## src/hdl/owik_pkg.sv

```systemverilog
// types, constants and the arctangent table of the omni wheel kinematics
// no dependencies
package owik_pkg;

  localparam int CfgW   = 12;
  localparam int XW     = 48;
  localparam int ZW     = 32;
  localparam int TabLen = 24;
  localparam int LW     = 34;
  localparam int NW     = 46;
  localparam int QW     = 29;
  localparam int Lanes  = 4;
  localparam int PipeFixedLat = QW + 6;

  localparam logic signed [XW-1:0] GainQ30   = 48'sd652032874;
  localparam logic [15:0]          CoupleQ16 = 16'd46341;
  localparam logic [CfgW-1:0]      BodyReset  = 12'd500;
  localparam logic [CfgW-1:0]      WheelReset = 12'd100;

  typedef enum logic [0:0] {
    REG_BODY_DIAM  = 1'b0,
    REG_WHEEL_DIAM = 1'b1
  } reg_idx_e;

  typedef struct packed {
    logic signed [15:0] speed;
    logic signed [15:0] heading;
    logic signed [15:0] turn_rate;
  } cmd_t;

  typedef struct packed {
    logic signed [23:0] wheel_speed_a;
    logic signed [23:0] wheel_speed_b;
    logic signed [23:0] wheel_speed_c;
    logic signed [23:0] wheel_speed_d;
    logic               saturated;
  } res_t;

  typedef struct packed {
    logic signed [XW-1:0] x;
    logic signed [XW-1:0] y;
    logic signed [ZW-1:0] z;
    logic                 flip;
    logic signed [15:0]   turn;
  } rot_t;

  typedef struct packed {
    logic          neg;
    logic [NW-2:0] mag;
  } num_t;

  typedef struct packed {
    logic          neg;
    logic [NW-2:0] rem;
    logic [QW-1:0] q;
  } div_t;

  // atan(2^-i) in 2^-22 degree
  function automatic logic signed [ZW-1:0] atan_lut(input logic [4:0] idx);
    logic signed [ZW-1:0] r;
    unique case (idx)
      5'd0:  r = 32'sd188743680;
      5'd1:  r = 32'sd111421900;
      5'd2:  r = 32'sd58872272;
      5'd3:  r = 32'sd29884485;
      5'd4:  r = 32'sd15000234;
      5'd5:  r = 32'sd7507429;
      5'd6:  r = 32'sd3754631;
      5'd7:  r = 32'sd1877430;
      5'd8:  r = 32'sd938729;
      5'd9:  r = 32'sd469366;
      5'd10: r = 32'sd234683;
      5'd11: r = 32'sd117342;
      5'd12: r = 32'sd58671;
      5'd13: r = 32'sd29335;
      5'd14: r = 32'sd14668;
      5'd15: r = 32'sd7334;
      5'd16: r = 32'sd3667;
      5'd17: r = 32'sd1833;
      5'd18: r = 32'sd917;
      5'd19: r = 32'sd458;
      5'd20: r = 32'sd229;
      5'd21: r = 32'sd115;
      5'd22: r = 32'sd57;
      5'd23: r = 32'sd29;
      default: r = '0;
    endcase
    return r;
  endfunction

endpackage

```

## src/hdl/owik_front.sv

```systemverilog
// heading reduction and speed gain scaling, first pipeline stage
// depends on owik_pkg
module owik_front import owik_pkg::*; (
  input  logic clk_i,
  input  logic rst_ni,
  input  logic valid_i,
  input  cmd_t cmd_i,
  output logic valid_o,
  output rot_t rot_o
);

  logic [17:0]        hs;
  logic [16:0]        a0, a1;
  logic signed [15:0] a2;
  logic               flip;
  logic signed [XW-1:0] spd;
  rot_t rot_d, rot_q;
  logic valid_q;

  always_comb begin
    hs = {{2{cmd_i.heading[15]}}, cmd_i.heading} + 18'd46080;
    a0 = hs[16:0];
    priority if (a0 >= 17'd69120) a1 = a0 - 17'd69120;
    else if (a0 >= 17'd46080) a1 = a0 - 17'd46080;
    else if (a0 >= 17'd23040) a1 = a0 - 17'd23040;
    else a1 = a0;
    a2 = 16'(a1);
    if (a1 >= 17'd17280) a2 = 16'(a1) - 16'sd23040;
    flip = 1'b0;
    if (a2 > 16'sd5760) begin
      a2   = a2 - 16'sd11520;
      flip = 1'b1;
    end
    spd        = XW'(cmd_i.speed);
    rot_d.x    = spd * GainQ30;
    rot_d.y    = '0;
    rot_d.z    = {a2, 16'h0000};
    rot_d.flip = flip;
    rot_d.turn = cmd_i.turn_rate;
  end

  always_ff @(posedge clk_i or negedge rst_ni) begin
    if (!rst_ni) valid_q <= 1'b0;
    else valid_q <= valid_i;
  end

  always_ff @(posedge clk_i) begin
    rot_q <= rot_d;
  end

  assign valid_o = valid_q;
  assign rot_o   = rot_q;

endmodule

```

## config.mk

```make
export PLATFORM = sky130hd
export DESIGN_NAME = owik_front
export DESIGN_NICKNAME = d
export VERILOG_FILES = /design/src/hdl/owik_pkg.sv /design/src/hdl/owik_front.sv
export SDC_FILE = /design/constraint.sdc
export NUM_CORES = 1
export LEC_CHECK = 0
export BUFFER_PORTS_ARGS = -buffer_cell sky130_fd_sc_hd__clkbuf_2
export CAP_MARGIN = 20
export CELL_PAD_IN_SITES_DETAIL_PLACEMENT = 2
export CELL_PAD_IN_SITES_GLOBAL_PLACEMENT = 2
export CORE_MARGIN = 1
export CORE_UTILIZATION = 40
export DETAILED_ROUTE_END_ITERATION = 16
export PLACE_DENSITY_LB_ADDON = 0.08
export REMOVE_ABC_BUFFERS = 1
export SYNTH_ARGS = -nofsm -noshare
export SYNTH_HDL_FRONTEND = slang
export SYNTH_SLANG_ARGS = --single-unit
```

## constraint.sdc

```tcl
create_clock -name clk_i -period 1.4 [get_ports clk_i]
set_clock_uncertainty 0.15 [all_clocks]
set_input_delay 0.14 -clock clk_i [delete_from_list [all_inputs] [get_ports clk_i]]
set_output_delay 0.14 -clock clk_i [all_outputs]
set_load 0.02 [all_outputs]
```

==> results.toml, run 1 <==
[run_status]
status = "stopped before the end"
stop_stage = "4_1_cts"
run.stop_error = "[ERROR DPL-0033] detailed placement checks failed during check placement."

[synth]
syn-cell-area_mm2 = 0.0116
synth.area.top_cells = "fa_1 (30%), ha_1 (19%), dfxtp_1 (14%)"
ys_warn_count = 0
yosysSeqAreaShare_pct = 13.8
syn_area_per_cell_um2 = 9.92
ys.flop_type = "dfxtp_1"
yosysTopAreaCellShare_pct = 30.4
synth_common_cells = "inv_1 (257), ha_1 (178), fa_1 (177)"
ys_ff_latch = 80
synth-async-reset-ratio_pct = 1.25
yosysMostFrequentCell = "inv_1"
synth_cell_type_count = 78
synth_edf_count = 0
yosys.area.top_type = "fa_1"
synthCells = 1174

[clocking]
cts_buffers = 9
cts_setup_buffers = 44
clock-root-buffer = "clkbuf_16"
ctsHoldBuffers = 30
post_cts_resized = 329
cts_max_path_buffers = 2
clock_sinks = 80
h-tree-depth = 3

[placed_design]
placedInstanceArea_mm2 = 0.0150
place.gp.congestion = 0.969
port_buffers = 131
dp_hpwl_um = 45800

[die]
row_count = 62
ios = 197
start_util_pct = 40.6
die_w_um = 173
die_h_um = 173
## through the flow
stage	setup WS, ps	std cells	setup TNS (ps)
floorplan	-4760	1164	-177730
global placement	-5230	2019	-203680
detailed placement	-5740	2019	-222010
## kinds of logic after synthesis
logic type / synth area share [%]
fa+ha+maj: 49.5
buf+inv: 13.3
compound gates: 11.5
simple gates: 7.89
flops: 13.8
xor+xnor: 3.67
mux: 0.269
other cells: 0.0322
==> run 2, diff against run 1 <==
CELL_PAD_IN_SITES_DETAIL_PLACEMENT = unset   (was 2)
CELL_PAD_IN_SITES_GLOBAL_PLACEMENT = unset   (was 2)
CORE_UTILIZATION = 35   (was 40)
PLACE_DENSITY_LB_ADDON = 0.15   (was 0.08)
==> run 2 against run 1 <==
Effect of this change: the flow now finishes, with violations (setup timing); synthesized cell count unchanged; synthesized area unchanged.
==> results.toml, run 2 <==
[clocking]
clock_sinks = 80
path_clk_slew_ps = 80
cts_max_path_buffers = 2
cts_buffers = 9
clock-root-buffer = "clkbuf_16"
cts_tree = "yes"
h-tree-depth = 3

[finish]
final_common_cell = "buf_4"
drive_above_1_share_pct = 44.3
finalNetCount = 2140
final_cell_mix = "buf_4 (366), inv_1 (225), fa_1 (159)"
insertedDiodeCount = 0
synthToLayoutAreaGrowth_pct = 51.6
largest_reg_flops = 79

[routing]
avgViaCountPerCell = 4.52
drc_errors = 0
drt-pass1-iter-count = 5
ant_nets = 0
routedWlPerCell_um = 15.7
wirelength_um = 34300
via_count = 9861
drtIter0Drc = 348

[global_route]
grt_first_pass_wirelength_um = 54200
grt.total_usage_pct = 21.0
grt_overflow = 0
grt_pass1_vias = 10500
grt_max_degree = 15
antenna_found_initial = 0

[timing]
drv_slew = 0
finalWorstPathRequiredPeriod_ps = 5770
setup_viol = 50
fin_ws_ps = -4370
hold_ws_ps = 62.0
hold_viol = 0
post-route-period-util_pct = 412
fin_tns_setup_ps = -166950
fmax_mhz = 173
grt_setup_unrepaired = "yes"

[die]
die_w_um = 184
start_util_pct = 35.7
ios = 197
row_count = 66
die-area_mm2 = 0.0340
die_h_um = 184
core-area_mm2 = 0.0326

[critical_path]
crit_arrival_ps = 5920
crit_type = "primary input to register"
crit_path_cell_trace = "buf_12 -> fa_2 -> buf_6 -> fa_1 -> fa_2 -> inv_2 -> fa_2 -> fa_1 -> inv_2 -> fa_1 -> ha_4 -> and3_4 -> nand3_4 -> or2_4 -> a2bb2oi_2 -> o211ai_1 -> buf_4 -> nand3_4 -> a311oi_2 -> o21ai_1 -> a31oi_1 -> a211o_1 -> buf_4 -> xor2_1"
crit_required_ps = 1560
max_stage_delay_ps = 590
crit_path_end_kind = "register"
cp_max_fo = 5
startpoint_type = "primary input"
slowest_stage = "fa_2"

[run_status]
violations = "setup timing"
status = "complete, but fails checks"

[synth]
synth-async-reset-ratio_pct = 1.25
synth_common_cells = "inv_1 (257), ha_1 (178), fa_1 (177)"
yosys.area.top_type = "fa_1"
ys_warn_count = 0
ys_ff_latch = 80
synthCells = 1174
yosysSeqAreaShare_pct = 13.8
syn_area_per_cell_um2 = 9.92
synth_edf_count = 0
synth_cell_type_count = 78
synth.area.top_cells = "fa_1 (30%), ha_1 (19%), dfxtp_1 (14%)"
ys.flop_type = "dfxtp_1"
yosysMostFrequentCell = "inv_1"
syn-cell-area_mm2 = 0.0116
yosysTopAreaCellShare_pct = 30.4

[run]
max-cap-violations = 0

[placed_design]
place.gp.congestion = 0.944
dp_hpwl_um = 28600
port_buffers = 131

[worst_hold_path]
min_path_cells = 2
min_path_type = "primary input to register"
[run 2: cells by family (layout without fill, tap and decap cells)]
group / count (synthesis) / in the layout / synth area share (%)
adders and majority gates: 355 / 355 / 49.5
buffers and inverters: 331 / 832 / 13.3
AOI/OAI and AO/OA: 191 / 191 / 11.5
and+or+nand+nor: 165 / 165 / 7.89
DFF: 80 / 80 / 13.8
xor gates and xnor gates: 48 / 48 / 3.67
muxes: 3 / 3 / 0.269
other: 1 / 65 / 0.0322
[run 2: timing repair]
item	in CTS	in global routing
pin swaps	166	67
hold buffers	29	0
endpoints found under the hold margin	28	0
gates resized for setup	234	90
endpoints found under the setup margin	51	51
setup buffers	35	19
gates cloned	0	0
[run 2: critical path, delay by kind of cell]
| family | cells | cell delay (ps) |
|---|---|---|
| xor gates and xnor gates | 1 | 140 |
| and+or+nand+nor | 4 | 610 |
| AOI/OAI and AO/OA | 6 | 1010 |
| buffers and inverters | 6 | 620 |
| adders and majority gates | 7 | 3370 |
[run 2: routing by layer]
metal  wire length [um]  track usage, %
met1              15100            26.9
met2              16800            36.0
met3               1740            3.66
met4                663            6.50
met5                  0               0
[run 2: final timing paths]
path	start	endpoint
worst max-delay path	cmd_i[39]	rot_o[140]
worst min-delay path	cmd_i[32]	rot_o[98]
max in group asynchronous	rst_ni	valid_o
min in group asynchronous	rst_ni	valid_o
[run 2: stage by stage]
stage	area [um^2]	instances	setup WS [ps]	util, %
floorplan	11300	1164	-4760	-
global placement	15200	2091	-5140	46.5
detailed placement	15200	2091	-5340	46.5
CTS	17100	2167	-4230	52.5
global route	17700	2181	-4510	54.1
finish	17700	2181	-4370	54.1
[run 2: cell type report]
cell class / count / area (um^2)
Sequential cell: 80 / 1610
Clock inverter: 6 / 91.3
Tap cell: 442 / 553
Fill cell: 2921 / 15000
Multi-Input combinational cell: 827 / 9940
Clock buffer: 10 / 229
Inverter: 257 / 977
Timing Repair Buffer: 559 / 4260
Power of run 2 is not shown: default switching activity piles up to over one toggle a cycle in this logic, so the estimate is an artifact.
