==> config.mk <==
export PLATFORM = sky130hd
export DESIGN_NAME = owik_mix
export DESIGN_NICKNAME = d
export VERILOG_FILES = /design/src/hdl/owik_pkg.sv /design/src/hdl/owik_mix.sv
export SDC_FILE = /design/constraint.sdc
export NUM_CORES = 2
export LEC_CHECK = 0
export ABC_CLOCK_PERIOD_IN_PS = 11900
export CORE_MARGIN = 2
export CORE_UTILIZATION = 33
export CTS_CLUSTER_DIAMETER = 40
export DETAILED_ROUTE_END_ITERATION = 6
export DONT_BUFFER_PORTS = 1
export PLACE_DENSITY = 0.44
export SLEW_MARGIN = 5
export SYNTH_ARGS = -nofsm -noshare
export SYNTH_HDL_FRONTEND = slang
export SYNTH_SLANG_ARGS = --single-unit
==> constraint.sdc <==
create_clock -name clk_i -period 11.9 [get_ports clk_i]
set_input_delay 1.19 -clock clk_i [delete_from_list [all_inputs] [get_ports clk_i]]
set_output_delay 1.19 -clock clk_i [all_outputs]
set_load 0.02 [all_outputs]
==> src/hdl/owik_pkg.sv <==
// types, constants and the arctangent table of the omni wheel kinematics
// no dependencies
package owik_pkg;

  localparam int CfgW   = 12;
  localparam int XW     = 48;
  localparam int ZW     = 32;
  localparam int TabLen = 24;
  localparam int LW     = 34;
  localparam int NW     = 46;
  localparam int QW     = 29;
  localparam int Lanes  = 4;
  localparam int PipeFixedLat = QW + 6;

  localparam logic signed [XW-1:0] GainQ30   = 48'sd652032874;
  localparam logic [15:0]          CoupleQ16 = 16'd46341;
  localparam logic [CfgW-1:0]      BodyReset  = 12'd500;
  localparam logic [CfgW-1:0]      WheelReset = 12'd100;

  typedef enum logic [0:0] {
    REG_BODY_DIAM  = 1'b0,
    REG_WHEEL_DIAM = 1'b1
  } reg_idx_e;

  typedef struct packed {
    logic signed [15:0] speed;
    logic signed [15:0] heading;
    logic signed [15:0] turn_rate;
  } cmd_t;

  typedef struct packed {
    logic signed [23:0] wheel_speed_a;
    logic signed [23:0] wheel_speed_b;
    logic signed [23:0] wheel_speed_c;
    logic signed [23:0] wheel_speed_d;
    logic               saturated;
  } res_t;

  typedef struct packed {
    logic signed [XW-1:0] x;
    logic signed [XW-1:0] y;
    logic signed [ZW-1:0] z;
    logic                 flip;
    logic signed [15:0]   turn;
  } rot_t;

  typedef struct packed {
    logic          neg;
    logic [NW-2:0] mag;
  } num_t;

  typedef struct packed {
    logic          neg;
    logic [NW-2:0] rem;
    logic [QW-1:0] q;
  } div_t;

  // atan(2^-i) in 2^-22 degree
  function automatic logic signed [ZW-1:0] atan_lut(input logic [4:0] idx);
    logic signed [ZW-1:0] r;
    unique case (idx)
      5'd0:  r = 32'sd188743680;
      5'd1:  r = 32'sd111421900;
      5'd2:  r = 32'sd58872272;
      5'd3:  r = 32'sd29884485;
      5'd4:  r = 32'sd15000234;
      5'd5:  r = 32'sd7507429;
      5'd6:  r = 32'sd3754631;
      5'd7:  r = 32'sd1877430;
      5'd8:  r = 32'sd938729;
      5'd9:  r = 32'sd469366;
      5'd10: r = 32'sd234683;
      5'd11: r = 32'sd117342;
      5'd12: r = 32'sd58671;
      5'd13: r = 32'sd29335;
      5'd14: r = 32'sd14668;
      5'd15: r = 32'sd7334;
      5'd16: r = 32'sd3667;
      5'd17: r = 32'sd1833;
      5'd18: r = 32'sd917;
      5'd19: r = 32'sd458;
      5'd20: r = 32'sd229;
      5'd21: r = 32'sd115;
      5'd22: r = 32'sd57;
      5'd23: r = 32'sd29;
      default: r = '0;
    endcase
    return r;
  endfunction

endpackage

==> src/hdl/owik_mix.sv <==
// wheel coupling: fold, diagonal sums, split 0.70711 product and lever term
// depends on owik_pkg
module owik_mix import owik_pkg::*; (
  input  logic            clk_i,
  input  logic            rst_ni,
  input  logic            valid_i,
  input  rot_t            rot_i,
  input  logic [CfgW-1:0] body_i,
  output logic            valid_o,
  output num_t [Lanes-1:0] num_o
);

  logic [3:0] vld_q;

  // stage 1
  logic signed [XW-1:0] xf, yf;
  logic signed [XW:0]   p_d, m_d, p_q, m_q;
  logic signed [28:0]   lev_d, lev1_q, lev2_q, lev3_q;

  always_comb begin
    xf    = rot_i.flip ? -rot_i.x : rot_i.x;
    yf    = rot_i.flip ? -rot_i.y : rot_i.y;
    p_d   = {xf[XW-1], xf} + {yf[XW-1], yf};
    m_d   = {xf[XW-1], xf} - {yf[XW-1], yf};
    lev_d = 29'($signed({1'b0, body_i})) * 29'(rot_i.turn);
  end

  // stage 2
  logic [39:0]        plo_q, mlo_q;
  logic signed [41:0] phi_q, mhi_q;
  logic signed [41:0] cpl;

  assign cpl = 42'($signed({1'b0, CoupleQ16}));

  // stage 3
  logic signed [65:0] pp, pm;
  logic signed [65:0] s [Lanes];
  logic signed [LW-1:0] l_q [Lanes];

  always_comb begin
    pp   = (66'(phi_q) <<< 24) + 66'(plo_q);
    pm   = (66'(mhi_q) <<< 24) + 66'(mlo_q);
    s[0] = -pp;
    s[1] = -pm;
    s[2] = pp;
    s[3] = pm;
  end

  // stage 4
  num_t [Lanes-1:0] num_d, num_q;

  always_comb begin
    for (int l = 0; l < Lanes; l++) begin
      logic signed [NW-1:0] n;
      n = NW'(l_q[l]) * NW'(11'd2000) + (NW'(lev3_q) <<< 16);
      num_d[l].neg = n[NW-1];
      num_d[l].mag = n[NW-1] ? (NW-1)'(-n) : (NW-1)'(n);
    end
  end

  always_ff @(posedge clk_i) begin
    p_q    <= p_d;
    m_q    <= m_d;
    lev1_q <= lev_d;
    plo_q  <= 40'(p_q[23:0]) * 40'(CoupleQ16);
    mlo_q  <= 40'(m_q[23:0]) * 40'(CoupleQ16);
    phi_q  <= 42'($signed(p_q[XW:24])) * cpl;
    mhi_q  <= 42'($signed(m_q[XW:24])) * cpl;
    lev2_q <= lev1_q;
    for (int l = 0; l < Lanes; l++) begin
      l_q[l] <= s[l][LW+29:30];
    end
    lev3_q <= lev2_q;
    num_q  <= num_d;
  end

  always_ff @(posedge clk_i or negedge rst_ni) begin
    if (!rst_ni) vld_q <= '0;
    else vld_q <= {vld_q[2:0], valid_i};
  end

  assign valid_o = vld_q[3];
  assign num_o   = num_q;

endmodule

==> impl_metrics.tcl <==
set metrics [dict create \
    drv_cap 0 \
    routed_via_density 4.693 \
    status "finished, final reports clean" \
    fin_nets 12060 \
    drive_gt1_share_pct 3.410 \
    area_growth_pct 9.556 \
    hold_buffers 0 \
    core_mm2 0.2627 \
    met3_length_mm 9.271 \
    critPathKind "reg2reg" \
    ant_nets 0 \
    die_w_um 518.3 \
    reg2reg_slack_ns 2.34 \
    timing.rr.end "num_o[29]" \
    synthFlopType "dfxtp_1" \
    skew_ns 0.05599 \
    totalWireLength_mm 228.2 \
    place_ws_ns 2.267 \
    ys_types 97 \
    rr_worst_depth 33 \
    dr_wl_met2_mm 98.36 \
    cp_max_fo 22 \
    worstSetupStartpointType "flop" \
    antenna_found_initial 10 \
    grt_overflow 0 \
    fillers 26830 \
    hp-class "in2async" \
    finalSetupViolCount 0 \
    cts_setup_buffers 0 \
    drt_iter0_drc 2684 \
    row_count 188 \
    max_freq_mhz 104.7 \
    setup.worst_path.end_class "flop" \
    cts_tree "built" \
    wl_met1_mm 114.4 \
    ys_warn_count 0 \
    syn_inst 9396 \
    drt_pass1_iterations 5 \
    gp_congestion 0.8793 \
    grt_pass1_wl_mm 362.1 \
    clkTransAtPathRegs_ns 0.06 \
    cp_slowest_stage_delay_ns 0.58 \
    synth_top_area_share_pct 25.90 \
    postSynthAreaPerCell_um2 9.288 \
    wire_per_inst_um 17.48 \
    cp_data_required_time_ns 12.55 \
    initial_core_util_pct 33.21 \
    grt_util_all_layers_pct 16.97 \
    rsz0062_at_grt "false" \
    cts-resized-gates 0 \
    slew_headroom_pct 24.33 \
    min_period_over_period_pct 80.30 \
    dp_hpwl_mm 199.7 \
    ys_top_cells_by_area "fa_1 (26%), ha_1 (19%), dfxtp_1 (15%)" \
    cts_buffer_depth 3 \
    cts_root_buf "clkbuf_16" \
    synth_area_mm2 0.08727 \
    crit-reg2reg-launch "l_q[0][1]" \
    seq_area_frac_synth_pct 14.96 \
    cts_sinks 651 \
    setup_tns_ns 0 \
    drc 0 \
    worst_pin_slew_ns 1.117 \
    layout_setup_ws_ns 2.344 \
    crit_path_frequent_cell "fa_1" \
    first_global_vias 63920 \
    synth_seq_cells 651 \
    cp_slowest_cell "fa_1" \
    grt_max_degree 97 \
    die-area_mm2 0.2686 \
    ioPinCount 345 \
    synth_edf_count 0 \
    worstPathArrival_ns 10.20 \
    synth_top_area_cell "fa_1" \
    die_y_um 518.3 \
    top_layer "met4" \
    cts_buffers 117 \
    fin_crit_ns 9.556 \
    portBuffers 0 \
    slew_violations 0 \
    final_hold_viol_count 0 \
    htree_levels 3 \
    async_reset_ff_share_pct 0.6144 \
    fin_hold_ws_ns 0.1160 \
    insertion_delay_ns 0.78 \
    via_count 61260 \
]
[metal layers]
layer	track usage [%]	vias to the layer above
li1	-	30760
met1	24.24	29280
met2	26.64	1013
met3	2.303	210
met4	4.787	0
met5	0	-
[through the flow]
stage               area, um2  std cells  util (%)
detailed placement      91380      12830     34.78
finish                  95610      13050     36.39
CTS                     95590      13050     36.38
global placement        91380      12830     34.78
global route            95600      13050     36.38
floorplan               87330       9411         -
[worst max-delay path, delay by kind of cell (launching register included)]
family | cells | cell delay [ns]
compound gates | 15 | 3.61
xor+xnor | 2 | 0.26
fa+ha+maj | 6 | 2.68
buf+inv | 4 | 0.99
flops | 1 | 0.51
simple gates | 6 | 1.36
[placed cells by master (no fill, tap or decap), types with 33 or more instances in the layout]
| cell type | count |
|---|---|
| a21oi_1 | 462 |
| xnor2_1 | 642 |
| nor2_1 | 406 |
| nor4_1 | 53 |
| nand2b_1 | 90 |
| o21a_1 | 82 |
| dfxtp_1 | 647 |
| or2_2 | 36 |
| nor3_1 | 131 |
| and3_1 | 59 |
| ha_1 | 1345 |
| nand3_1 | 113 |
| clkbuf_16 | 118 |
| and2_1 | 142 |
| fa_1 | 1129 |
| o21ai_0 | 294 |
| o21bai_1 | 97 |
| xor2_1 | 249 |
| inv_1 | 1908 |
| nand2_1 | 419 |
| a21o_1 | 181 |
| a31oi_1 | 53 |
| or4_1 | 33 |
| o31ai_1 | 81 |
| o211ai_1 | 36 |
| nand4_1 | 51 |
| or3_1 | 57 |
| a211oi_1 | 54 |
| nor2b_1 | 66 |
[registers in the layout, summed over array words and instances (netlist names)]
name and count:
plo_q 39, vld_q 4, p_q 48, mlo_q 40, l_q 136, mhi_q 40
m_q 49, lev3_q 29, num_o 168, lev2_q 29, phi_q 40, lev1_q 29
[worst max-delay path by stage]
stage,startpoint,endpoint,slack [ns],depth (start not counted)
final,l_q[0][1],num_o[29],2.34,33
after global routing,l_q[0][1],num_o[42],1.45,33
after CTS,l_q[0][1],num_o[42],2.22,33
after detailed placement,l_q[0][1],num_o[42],2.27,33
after global placement,l_q[0][1],num_o[42],2.29,33
after floorplan,l_q[0][1],num_o[44],4.01,29
[cells in the mapped netlist (142+ instances only)]
library cell / number
a21o_1: 181
a21oi_1: 462
and2_1: 142
dfxtp_1: 647
fa_1: 1129
ha_1: 1345
inv_1: 1908
nand2_1: 419
nor2_1: 406
o21ai_0: 294
xnor2_1: 644
xor2_1: 250
[area by class of cell]
class | count | area (um2) | share of cell area (%)
clock inverter | 90 | 1146 | 1.199
sequential | 651 | 13050 | 13.65
antenna | 7 | 17.52 | 0.01832
timing repair buffer | 21 | 157.7 | 0.1649
multi-input combinational | 6727 | 66600 | 69.66
tap | 3515 | 4398 | 4.600
clock buffer | 131 | 3062 | 3.202
inverter | 1911 | 7173 | 7.503
[cells by family (layout without fill, tap and decap cells)]
logic type               Yosys count  after routing  synth area share [%]
adder cells (fa/ha/maj)         2475           2475                 45.19
buffers and inverters           2033           2153                 8.816
AND/OR/NAND/NOR                 1743           1743                 10.12
AO/OA/AOI/OAI                   1594           1594                 11.88
XOR/XNOR                         894            894                 8.972
flip-flops                       651            651                 14.96
multiplexers                       5              5               0.05735
other                              1             23              0.004297
Power is not shown: default switching activity piles up to over one toggle a cycle in this logic, so the estimate is an artifact.
